`config.mk`:
```
export PLATFORM = sky130hd
export DESIGN_NAME = hsl_to_rgb_fixed_point_top
export DESIGN_NICKNAME = d
export VERILOG_FILES = /design/src/hdl/hsl2rgb_pkg.sv /design/src/hdl/hsl_to_rgb_fixed_point_top.sv /design/src/hdl/hsl2rgb_front.sv /design/src/hdl/hsl2rgb_chroma.sv /design/src/hdl/hsl2rgb_mix.sv
export SDC_FILE = /design/constraint.sdc
export NUM_CORES = 1
export LEC_CHECK = 0
export BUFFER_PORTS_ARGS = -buffer_cell sky130_fd_sc_hd__buf_2
export CAP_MARGIN = 0
export CORE_MARGIN = 2
export CORE_UTILIZATION = 30
export CTS_BUF_LIST = sky130_fd_sc_hd__clkbuf_8
export DETAILED_ROUTE_END_ITERATION = 8
export PLACE_DENSITY = 0.44
export SLEW_MARGIN = 10
export SYNTH_ARGS = -nofsm -noshare
export SYNTH_HDL_FRONTEND = slang
export SYNTH_HIERARCHICAL = 1
export SYNTH_SLANG_ARGS = --single-unit
```
`constraint.sdc`:
```
create_clock -name clk -period 7.4 [get_ports clk]
set_clock_uncertainty 0.15 [all_clocks]
set_input_delay 0.37 -clock clk [delete_from_list [all_inputs] [get_ports clk]]
set_output_delay 0.37 -clock clk [all_outputs]
set_load 0.05 [all_outputs]
```
`src/hdl/hsl2rgb_pkg.sv`:
```
// Shared types and constants for the HSL to RGB conversion pipeline.
// Used by every module under hdl/; depends on nothing else.
`default_nettype none

package hsl2rgb_pkg;

  // Input ranges
  localparam int HUE_TURN = 360;  // one full turn in degrees
  localparam int PCT_MAX  = 99;   // clamp for saturation and lightness
  localparam int PCT_FULL = 100;
  localparam int SEXT_DEG = 60;   // degrees per hue sextant

  // Chroma: floor(a * 256 / 10000) = (a * CHROMA_RECIP) >> CHROMA_SHIFT, a <= 9900
  localparam int CHROMA_RECIP = 214749;
  localparam int CHROMA_SHIFT = 23;

  // Position in sextant: floor(r * 256 / 60) = (r * POS_RECIP) >> POS_SHIFT, r <= 59
  localparam int POS_RECIP = 4370;
  localparam int POS_SHIFT = 10;

  // Scaled lightness: floor(l * 512 / 100) = (l * LM_RECIP) >> LM_SHIFT, l <= 99
  localparam int LM_RECIP = 41944;
  localparam int LM_SHIFT = 13;

  // Hue sextants, red through magenta back to red
  typedef enum logic [2:0] {
    SEXT_R_TO_Y = 3'd0,
    SEXT_Y_TO_G = 3'd1,
    SEXT_G_TO_C = 3'd2,
    SEXT_C_TO_B = 3'd3,
    SEXT_B_TO_M = 3'd4,
    SEXT_M_TO_R = 3'd5
  } sextant_t;

  // Front end to chroma stages
  typedef struct packed {
    sextant_t   sext;
    logic [5:0] rem;         // degrees into the sextant, 0..59
    logic [13:0] span_sat;   // (100 - |2l - 100|) * s
    logic [8:0] lit_scaled;  // floor(l * 512 / 100)
  } front_t;

  // Chroma stages to channel mix
  typedef struct packed {
    sextant_t          sext;
    logic [7:0]        chroma;
    logic [7:0]        second;  // second component x
    logic signed [9:0] diff;    // lit_scaled - chroma
  } chroma_t;

endpackage

`default_nettype wire

```
`src/hdl/hsl_to_rgb_fixed_point_top.sv`:
```
// HSL to RGB conversion, top level: front end, chroma stages and channel mix.
// Depends on hsl2rgb_pkg, hsl2rgb_front, hsl2rgb_chroma and hsl2rgb_mix.
//
// Usage:
//   Input channel hsl_valid/hsl_ready carries hue (degrees, any 10-bit value,
//   taken modulo 360), saturation and lightness (percent, clamped to 99).
//   Output channel rgb_valid/rgb_ready returns red, green and blue, 8 bits each.
//   A request is taken on a clock edge where valid and ready are both high.
//   Pipeline: five register stages (hue/clamp, sextant/products, chroma,
//   second component, channel mix). The first loads at the accepting edge,
//   and rgb_valid rises once the request reaches the channel mix stage.
//   Throughput: one conversion per clock while rgb_ready is high; every stage
//   holds one request and moves on as soon as the stage after it is free.
//   Stall: when rgb_ready is low the output holds its result; earlier stages
//   keep filling their empty slots, and hsl_ready drops only once all five
//   stages hold a request. Nothing is dropped or repeated.
//   Reset (rst, synchronous, active high) empties the pipeline; the block
//   keeps no other state and accepts requests on the next cycle.
`default_nettype none

module hsl_to_rgb_fixed_point_top (
  input  wire logic       clk,
  input  wire logic       rst,
  input  wire logic       hsl_valid,
  output logic            hsl_ready,
  input  wire logic [9:0] hue,
  input  wire logic [6:0] saturation,
  input  wire logic [6:0] lightness,
  output logic            rgb_valid,
  input  wire logic       rgb_ready,
  output logic [7:0]      red,
  output logic [7:0]      green,
  output logic [7:0]      blue
);

  logic                 front_valid;
  logic                 front_ready;
  hsl2rgb_pkg::front_t  front_data;
  logic                 chroma_valid;
  logic                 chroma_ready;
  hsl2rgb_pkg::chroma_t chroma_data;

  // Hue reduction, clamps, sextant and first products
  hsl2rgb_front u_front (
    .clk        (clk),
    .rst        (rst),
    .in_valid   (hsl_valid),
    .in_ready   (hsl_ready),
    .hue        (hue),
    .saturation (saturation),
    .lightness  (lightness),
    .out_valid  (front_valid),
    .out_ready  (front_ready),
    .out_data   (front_data)
  );

  // Chroma and second component
  hsl2rgb_chroma u_chroma (
    .clk       (clk),
    .rst       (rst),
    .in_valid  (front_valid),
    .in_ready  (front_ready),
    .in_data   (front_data),
    .out_valid (chroma_valid),
    .out_ready (chroma_ready),
    .out_data  (chroma_data)
  );

  // Offset, placement and output register
  hsl2rgb_mix u_mix (
    .clk       (clk),
    .rst       (rst),
    .in_valid  (chroma_valid),
    .in_ready  (chroma_ready),
    .in_data   (chroma_data),
    .out_valid (rgb_valid),
    .out_ready (rgb_ready),
    .red       (red),
    .green     (green),
    .blue      (blue)
  );

endmodule

`default_nettype wire

```
`src/hdl/hsl2rgb_front.sv`:
```
// Front end: hue reduction, percent clamps, sextant split and the first products.
// Two register stages with valid/ready; depends on hsl2rgb_pkg.
`default_nettype none

module hsl2rgb_front (
  input  wire logic                clk,
  input  wire logic                rst,
  input  wire logic                in_valid,
  output logic                     in_ready,
  input  wire logic [9:0]          hue,
  input  wire logic [6:0]          saturation,
  input  wire logic [6:0]          lightness,
  output logic                     out_valid,
  input  wire logic                out_ready,
  output hsl2rgb_pkg::front_t      out_data
);

  // Stage A registers
  logic       a_valid;
  logic [8:0] a_hue;
  logic [6:0] a_sat;
  logic [6:0] a_lit;
  logic [6:0] a_span;

  // Stage B registers
  logic                 b_valid;
  hsl2rgb_pkg::front_t  b_data;

  logic a_ready;
  logic b_ready;

  // Stage A combinational
  logic [9:0] hue_once;
  logic [9:0] hue_twice;
  logic [6:0] sat_clamp;
  logic [6:0] lit_clamp;
  logic [7:0] lit_dbl;
  logic [7:0] lit_dev;
  logic [7:0] span_wide;

  // Stage B combinational
  hsl2rgb_pkg::sextant_t sext;
  logic [8:0]            sext_base;
  logic [8:0]            rem_wide;
  logic [13:0]           span_sat;
  logic [21:0]           lit_prod;

  // Stall chain: a stage loads when empty or when its contents move on
  assign b_ready  = !b_valid || out_ready;
  assign a_ready  = !a_valid || b_ready;
  assign in_ready = a_ready;

  // Hue modulo 360 for any 10-bit value, percent clamps, span of chroma
  always_comb begin
    hue_once  = (hue >= 10'(hsl2rgb_pkg::HUE_TURN)) ?
                hue - 10'(hsl2rgb_pkg::HUE_TURN) : hue;
    hue_twice = (hue_once >= 10'(hsl2rgb_pkg::HUE_TURN)) ?
                hue_once - 10'(hsl2rgb_pkg::HUE_TURN) : hue_once;
    sat_clamp = (saturation > 7'(hsl2rgb_pkg::PCT_MAX)) ?
                7'(hsl2rgb_pkg::PCT_MAX) : saturation;
    lit_clamp = (lightness > 7'(hsl2rgb_pkg::PCT_MAX)) ?
                7'(hsl2rgb_pkg::PCT_MAX) : lightness;
    lit_dbl   = {lit_clamp, 1'b0};
    lit_dev   = (lit_dbl >= 8'(hsl2rgb_pkg::PCT_FULL)) ?
                lit_dbl - 8'(hsl2rgb_pkg::PCT_FULL) :
                8'(hsl2rgb_pkg::PCT_FULL) - lit_dbl;
    span_wide = 8'(hsl2rgb_pkg::PCT_FULL) - lit_dev;
  end

  // Sextant by compare chain, saturation product, scaled lightness
  always_comb begin
    if (a_hue >= 9'(hsl2rgb_pkg::SEXT_DEG * 5)) begin
      sext      = hsl2rgb_pkg::SEXT_M_TO_R;
      sext_base = 9'(hsl2rgb_pkg::SEXT_DEG * 5);
    end else if (a_hue >= 9'(hsl2rgb_pkg::SEXT_DEG * 4)) begin
      sext      = hsl2rgb_pkg::SEXT_B_TO_M;
      sext_base = 9'(hsl2rgb_pkg::SEXT_DEG * 4);
    end else if (a_hue >= 9'(hsl2rgb_pkg::SEXT_DEG * 3)) begin
      sext      = hsl2rgb_pkg::SEXT_C_TO_B;
      sext_base = 9'(hsl2rgb_pkg::SEXT_DEG * 3);
    end else if (a_hue >= 9'(hsl2rgb_pkg::SEXT_DEG * 2)) begin
      sext      = hsl2rgb_pkg::SEXT_G_TO_C;
      sext_base = 9'(hsl2rgb_pkg::SEXT_DEG * 2);
    end else if (a_hue >= 9'(hsl2rgb_pkg::SEXT_DEG)) begin
      sext      = hsl2rgb_pkg::SEXT_Y_TO_G;
      sext_base = 9'(hsl2rgb_pkg::SEXT_DEG);
    end else begin
      sext      = hsl2rgb_pkg::SEXT_R_TO_Y;
      sext_base = 9'd0;
    end
    rem_wide = a_hue - sext_base;
    span_sat = 14'(a_span) * 14'(a_sat);
    lit_prod = 22'(a_lit) * 22'(hsl2rgb_pkg::LM_RECIP);
  end

  // Valid bits
  always_ff @(posedge clk) begin
    if (rst) begin
      a_valid <= 1'b0;
      b_valid <= 1'b0;
    end else begin
      if (a_ready) a_valid <= in_valid;
      if (b_ready) b_valid <= a_valid;
    end
  end

  // Payload
  always_ff @(posedge clk) begin
    if (a_ready && in_valid) begin
      a_hue  <= hue_twice[8:0];
      a_sat  <= sat_clamp;
      a_lit  <= lit_clamp;
      a_span <= span_wide[6:0];
    end
    if (b_ready && a_valid) begin
      b_data.sext       <= sext;
      b_data.rem        <= rem_wide[5:0];
      b_data.span_sat   <= span_sat;
      b_data.lit_scaled <= lit_prod[hsl2rgb_pkg::LM_SHIFT +: 9];
    end
  end

  assign out_valid = b_valid;
  assign out_data  = b_data;

endmodule

`default_nettype wire

```
`src/hdl/hsl2rgb_chroma.sv`:
```
// Chroma, position in sextant, second component and lightness difference.
// Two register stages with valid/ready; depends on hsl2rgb_pkg.
`default_nettype none

module hsl2rgb_chroma (
  input  wire logic                clk,
  input  wire logic                rst,
  input  wire logic                in_valid,
  output logic                     in_ready,
  input  wire hsl2rgb_pkg::front_t in_data,
  output logic                     out_valid,
  input  wire logic                out_ready,
  output hsl2rgb_pkg::chroma_t     out_data
);

  // Stage C registers
  logic                  c_valid;
  hsl2rgb_pkg::sextant_t c_sext;
  logic [7:0]            c_chroma;
  logic [7:0]            c_pos;
  logic [8:0]            c_lit;

  // Stage D registers
  logic                 d_valid;
  hsl2rgb_pkg::chroma_t d_data;

  logic c_ready;
  logic d_ready;

  logic [31:0] chroma_prod;
  logic [17:0] pos_prod;
  logic [8:0]  weight;
  logic [16:0] second_prod;
  logic [9:0]  diff;

  assign d_ready  = !d_valid || out_ready;
  assign c_ready  = !c_valid || d_ready;
  assign in_ready = c_ready;

  // Reciprocal multiplies stand in for the divisions by 10000 and 60
  always_comb begin
    chroma_prod = 32'(in_data.span_sat) * 32'(hsl2rgb_pkg::CHROMA_RECIP);
    pos_prod    = 18'(in_data.rem) * 18'(hsl2rgb_pkg::POS_RECIP);
  end

  // Odd sextants fall from chroma, even ones rise toward it
  always_comb begin
    weight      = c_sext[0] ? 9'd256 - {1'b0, c_pos} : {1'b0, c_pos};
    second_prod = 17'(c_chroma) * 17'(weight);
    diff        = {1'b0, c_lit} - {2'b00, c_chroma};
  end

  // Valid bits
  always_ff @(posedge clk) begin
    if (rst) begin
      c_valid <= 1'b0;
      d_valid <= 1'b0;
    end else begin
      if (c_ready) c_valid <= in_valid;
      if (d_ready) d_valid <= c_valid;
    end
  end

  // Payload
  always_ff @(posedge clk) begin
    if (c_ready && in_valid) begin
      c_sext   <= in_data.sext;
      c_chroma <= chroma_prod[hsl2rgb_pkg::CHROMA_SHIFT +: 8];
      c_pos    <= pos_prod[hsl2rgb_pkg::POS_SHIFT +: 8];
      c_lit    <= in_data.lit_scaled;
    end
    if (d_ready && c_valid) begin
      d_data.sext   <= c_sext;
      d_data.chroma <= c_chroma;
      d_data.second <= second_prod[15:8];
      d_data.diff   <= $signed(diff);
    end
  end

  assign out_valid = d_valid;
  assign out_data  = d_data;

endmodule

`default_nettype wire

```
`src/hdl/hsl2rgb_mix.sv`:
```
// Channel mix: lightness offset, sextant placement, saturation to 8 bits.
// One output register stage with valid/ready; depends on hsl2rgb_pkg.
`default_nettype none

module hsl2rgb_mix (
  input  wire logic                 clk,
  input  wire logic                 rst,
  input  wire logic                 in_valid,
  output logic                      in_ready,
  input  wire hsl2rgb_pkg::chroma_t in_data,
  output logic                      out_valid,
  input  wire logic                 out_ready,
  output logic [7:0]                red,
  output logic [7:0]                green,
  output logic [7:0]                blue
);

  logic       valid;
  logic [7:0] red_q;
  logic [7:0] green_q;
  logic [7:0] blue_q;

  logic signed [9:0]  diff_adj;
  logic signed [8:0]  offset;
  logic [7:0]         r0;
  logic [7:0]         g0;
  logic [7:0]         b0;
  logic signed [10:0] sum_r;
  logic signed [10:0] sum_g;
  logic signed [10:0] sum_b;

  // Clip a signed sum to 0..255
  function automatic logic [7:0] sat8(input logic signed [10:0] v);
    logic [7:0] res;
    if (v[10]) begin
      res = 8'd0;
    end else if (v[9:8] != 2'b00) begin
      res = 8'hff;
    end else begin
      res = v[7:0];
    end
    return res;
  endfunction

  assign in_ready = !valid || out_ready;

  // Offset m = diff / 2, rounded toward zero
  always_comb begin
    diff_adj = in_data.diff + $signed({9'd0, in_data.diff[9]});
    offset   = diff_adj[9:1];
  end

  // Place chroma and the second component by sextant
  always_comb begin
    case (in_data.sext)
      hsl2rgb_pkg::SEXT_R_TO_Y: begin
        r0 = in_data.chroma; g0 = in_data.second; b0 = 8'd0;
      end
      hsl2rgb_pkg::SEXT_Y_TO_G: begin
        r0 = in_data.second; g0 = in_data.chroma; b0 = 8'd0;
      end
      hsl2rgb_pkg::SEXT_G_TO_C: begin
        r0 = 8'd0; g0 = in_data.chroma; b0 = in_data.second;
      end
      hsl2rgb_pkg::SEXT_C_TO_B: begin
        r0 = 8'd0; g0 = in_data.second; b0 = in_data.chroma;
      end
      hsl2rgb_pkg::SEXT_B_TO_M: begin
        r0 = in_data.second; g0 = 8'd0; b0 = in_data.chroma;
      end
      default: begin
        r0 = in_data.chroma; g0 = 8'd0; b0 = in_data.second;
      end
    endcase
    sum_r = $signed({3'b000, r0}) + $signed({{2{offset[8]}}, offset});
    sum_g = $signed({3'b000, g0}) + $signed({{2{offset[8]}}, offset});
    sum_b = $signed({3'b000, b0}) + $signed({{2{offset[8]}}, offset});
  end

  // Valid bit
  always_ff @(posedge clk) begin
    if (rst) begin
      valid <= 1'b0;
    end else if (in_ready) begin
      valid <= in_valid;
    end
  end

  // Output register
  always_ff @(posedge clk) begin
    if (in_ready && in_valid) begin
      red_q   <= sat8(sum_r);
      green_q <= sat8(sum_g);
      blue_q  <= sat8(sum_b);
    end
  end

  assign out_valid = valid;
  assign red       = red_q;
  assign green     = green_q;
  assign blue      = blue_q;

endmodule

`default_nettype wire

```
==> summary.log <==
[layout] Area growth syn-to-layout 9.68%
[placement] count of buffers inserted at the top-level ports 53
[critical_path] register-to-register setup slack 1.34 ns
[clock_network] number of clock buffers inserted by TritonCTS 17
[die] die height 245 um
[global_route] vias in the first global route 12,500
[clock_network] CTS max path bufs 2
[synthesis] Yosys reg bits 145
[synthesis] count of distinct cell types in the synthesized netlist 90
[die] initial core utilization 30.3%
[sta] slew at the pin closest to its max-slew limit 1.02 ns
[outcome] status finished, final reports clean
[routing] routed wire length per instance 15.1 um
[synthesis] Synth Cell Area 17,400 sq um
[clock_network] Sink Count 145
[die] Core Rows 88
[synthesis] most used standard cells in the synthesized netlist sky130_fd_sc_hd__ha_1 (279), sky130_fd_sc_hd__inv_1 (262), sky130_fd_sc_hd__fa_1 (170)
[global_route] largest net degree at the start of global routing 32
[clock_network] Post-CTS Setup Repair Bufs 0
[routing] Antenna Nets Post-Route 0
[die] boundary pin count 54
[clock_network] CTS-repair resized insts 0
[clock_network] root cell of the clock tree sky130_fd_sc_hd__clkbuf_8
[critical_path] data required time at the worst endpoint 7.54 ns
[synthesis] syn_nets 2,183
[synthesis] share of Yosys cell area claimed by the top area cell type 24.2%
[sta] Highest Clock Rate 0.165 GHz
[critical_path] largest fanout of any net on the critical path 6
[routing] routed wire length 38,600 um
[worst_hold_path] class of the tightest hold or removal check in -> reg
[layout] share of post-route cells with drive strength above 1 7.22%
[layout] filler cell count in the final layout 5,923
[synthesis] Mean Syn Cell Area 10.2 sq um
[routing] drt first pass iters 5
[synthesis] most frequent cell after synthesis sky130_fd_sc_hd__ha_1
[routing] average vias per placed instance 4.67
[critical_path] kind of start point of the critical path flip-flop
[sta] final setup vio count 0
[clock_network] Clock transition at path regs 0.09 ns
[critical_path] worst endpoint data arrival time 6.20 ns
[clock_network] count of hold buffers inserted by post-cts repair 16
[critical_path] endpoint kind of the worst setup timing path flip-flop
[routing] initial detailed-routing violation count 435
[worst_hold_path] hold path cells 3
[synthesis] share of the yosys chip area belonging to registers 24.7%
[sta] final hold vios 0
[sta] min cycle time layout 6.06 ns
[critical_path] termination of the worst setup path u_chroma/c_chroma[6]
[sta] max-slew violation count 0
[placement] half-perimeter wire length after placement 31,800 um
[global_route] total routing resource utilization after global routing 13.6%
[clock_network] worst-skew pair later-pin latency 0.54 ns
[die] Floorplan Core Area 57,500 sq um
[placement] Final Wtd Congestion 0.829
[global_route] first-pass GRT wire length 64,300 um
[sta] setup repair after global routing missed its margin no
[critical_path] type of the worst setup path reg -> reg
[job] Max Cap Viol 0
[synthesis] most common flop cell mapped by yosys sky130_fd_sc_hd__edfxtp_1
[layout] fin util 33.2%
[routing] number of remaining DRC errors 0
[synthesis] total number of yosys warnings 6
[critical_path] Worst Reg-to-Reg Cells 19
[synthesis] top cells by area, synth sky130_fd_sc_hd__edfxtp_1 (24%), sky130_fd_sc_hd__ha_1 (20%), sky130_fd_sc_hd__fa_1 (20%)
[die] die outline area 59,900 sq um
[clock_network] clock tree from TritonCTS yes
[sta] Slew Limit Headroom 30.5%
[layout] final net count 2,251
[sta] share of the clock period used by the worst path after layout 82.0%
[clock_network] Max H-tree Level 4
[synthesis] post-synthesis cell type with the largest combined area sky130_fd_sc_hd__edfxtp_1
[critical_path] Crit Reg-Reg Startpoint u_front/out_data[16]
[synthesis] Mapped Cells 1,706
[synthesis] proportion of register bits with asynchronous set or reset after synthesis 0%
[routing] routed via count 11,900
[critical_path] worst setup path startpoint u_front/out_data[16]
[global_route] GRT Residual Overflow 0
[synthesis] number of enable-type register cells in the synthesized netlist 140
[die] Die X 245 um
[sta] sum of negative setup slack 0 ns
[critical_path] worst reg2reg endpoint u_chroma/c_chroma[6]
[global_route] initial antenna violation count 0
## sequential cells by signal, indices dropped and copies added (netlist names)
| name | flops |
|---|---|
| u_mix/out_valid | 1 |
| u_mix/red | 8 |
| u_mix/green | 8 |
| u_chroma/c_sext | 3 |
| u_chroma/c_pos | 8 |
| u_chroma/c_chroma | 8 |
| u_front/a_valid | 1 |
| u_chroma/out_valid | 1 |
| u_front/a_span | 5 |
| u_front/a_sat | 7 |
| u_front/out_valid | 1 |
| u_front/a_hue | 9 |
| u_chroma/out_data | 29 |
| u_front/out_data | 31 |
| u_chroma/c_valid | 1 |
| u_front/a_lit | 7 |
| u_chroma/c_lit | 9 |
| u_mix/blue | 8 |
## critical path, cell delays in order (launching register included)
cell                       delay (ns)
sky130_fd_sc_hd__edfxtp_1        0.53
sky130_fd_sc_hd__ha_1            0.43
sky130_fd_sc_hd__inv_1           0.10
sky130_fd_sc_hd__fa_1            0.49
sky130_fd_sc_hd__inv_1           0.05
sky130_fd_sc_hd__fa_1            0.47
sky130_fd_sc_hd__fa_1            0.56
sky130_fd_sc_hd__inv_1           0.06
sky130_fd_sc_hd__fa_1            0.53
sky130_fd_sc_hd__inv_1           0.05
sky130_fd_sc_hd__fa_1            0.47
sky130_fd_sc_hd__ha_1            0.33
sky130_fd_sc_hd__a21oi_1         0.14
sky130_fd_sc_hd__o21ai_0         0.12
sky130_fd_sc_hd__a221oi_1        0.39
sky130_fd_sc_hd__nand4_1         0.26
sky130_fd_sc_hd__a31oi_1         0.28
sky130_fd_sc_hd__nand2b_1        0.12
sky130_fd_sc_hd__a21oi_1         0.21
sky130_fd_sc_hd__xnor2_1         0.09
## cell families after synthesis
| kind of cell | after synthesis | share of synthesized area (%) |
|---|---|---|
| XOR/XNOR | 94 | 4.73 |
| multiplexers | 18 | 1.09 |
| buffers and inverters | 290 | 6.47 |
| flip-flops | 145 | 24.7 |
| AO/OA/AOI/OAI | 272 | 10.8 |
| AND/OR/NAND/NOR | 437 | 12.5 |
| other | 1 | 0.0216 |
| adder cells (fa/ha/maj) | 449 | 39.6 |
## through the flow
stage,instance area [sq um],worst slack (ns),std cells,hold slack (ns)
floorplan,17400,1.94,1706,0.250
global placement,18500,1.44,2504,0.256
detailed placement,18500,1.35,2504,0.259
CTS,19100,1.32,2552,0.0660
global route,19100,0.985,2552,0.0982
finish,19100,1.34,2553,0.144
## area by class of cell
| class | instances | area, sq um | area share [%] |
|---|---|---|---|
| well taps | 765 | 957 | 5.02 |
| clock inverters | 14 | 126 | 0.663 |
| diodes | 1 | 2.50 | 0.0131 |
| repair buffers | 76 | 478 | 2.51 |
| multi-input cells | 1271 | 12000 | 62.8 |
| flip-flops and latches | 145 | 4300 | 22.6 |
| inverters | 263 | 987 | 5.18 |
| clock buffers | 18 | 248 | 1.30 |
## cell usage in the layout, fill, tap and decap left out, types with 9 or more instances in the layout
cell	n
sky130_fd_sc_hd__nand4_1	9
sky130_fd_sc_hd__dlygate4sd3_1	16
sky130_fd_sc_hd__edfxtp_1	140
sky130_fd_sc_hd__a21oi_1	79
sky130_fd_sc_hd__fa_1	170
sky130_fd_sc_hd__xor2_1	37
sky130_fd_sc_hd__nor2b_1	20
sky130_fd_sc_hd__clkbuf_8	18
sky130_fd_sc_hd__nor3_1	49
sky130_fd_sc_hd__nand2b_1	21
sky130_fd_sc_hd__nand2_1	103
sky130_fd_sc_hd__buf_2	53
sky130_fd_sc_hd__and2_1	48
sky130_fd_sc_hd__nand3_1	22
sky130_fd_sc_hd__nor2_1	114
sky130_fd_sc_hd__a21boi_0	12
sky130_fd_sc_hd__a21o_1	13
sky130_fd_sc_hd__a221oi_1	10
sky130_fd_sc_hd__mux2i_1	13
sky130_fd_sc_hd__inv_1	263
sky130_fd_sc_hd__ha_1	279
sky130_fd_sc_hd__xnor2_1	57
sky130_fd_sc_hd__o21ai_0	46
## per-layer routing
metal	global-route usage [%]	part of all wire [%]
met1	17.0	46
met2	23.8	50
met3	2.45	2.3
met4	3.98	1.8
met5	0	0
## worst min path at each step
stage,startpoint,endpoint
finish,lightness[0],u_front/a_lit[0]
global route,lightness[4],u_front/a_lit[4]
CTS,lightness[4],u_front/a_lit[4]
detailed placement,u_front/out_data[3],u_chroma/c_lit[3]
global placement,u_front/out_data[6],u_chroma/c_lit[6]
floorplan,u_front/out_data[0],u_chroma/c_lit[0]
Power is not shown: default switching activity piles up to over one toggle a cycle in this logic, so the estimate is an artifact.
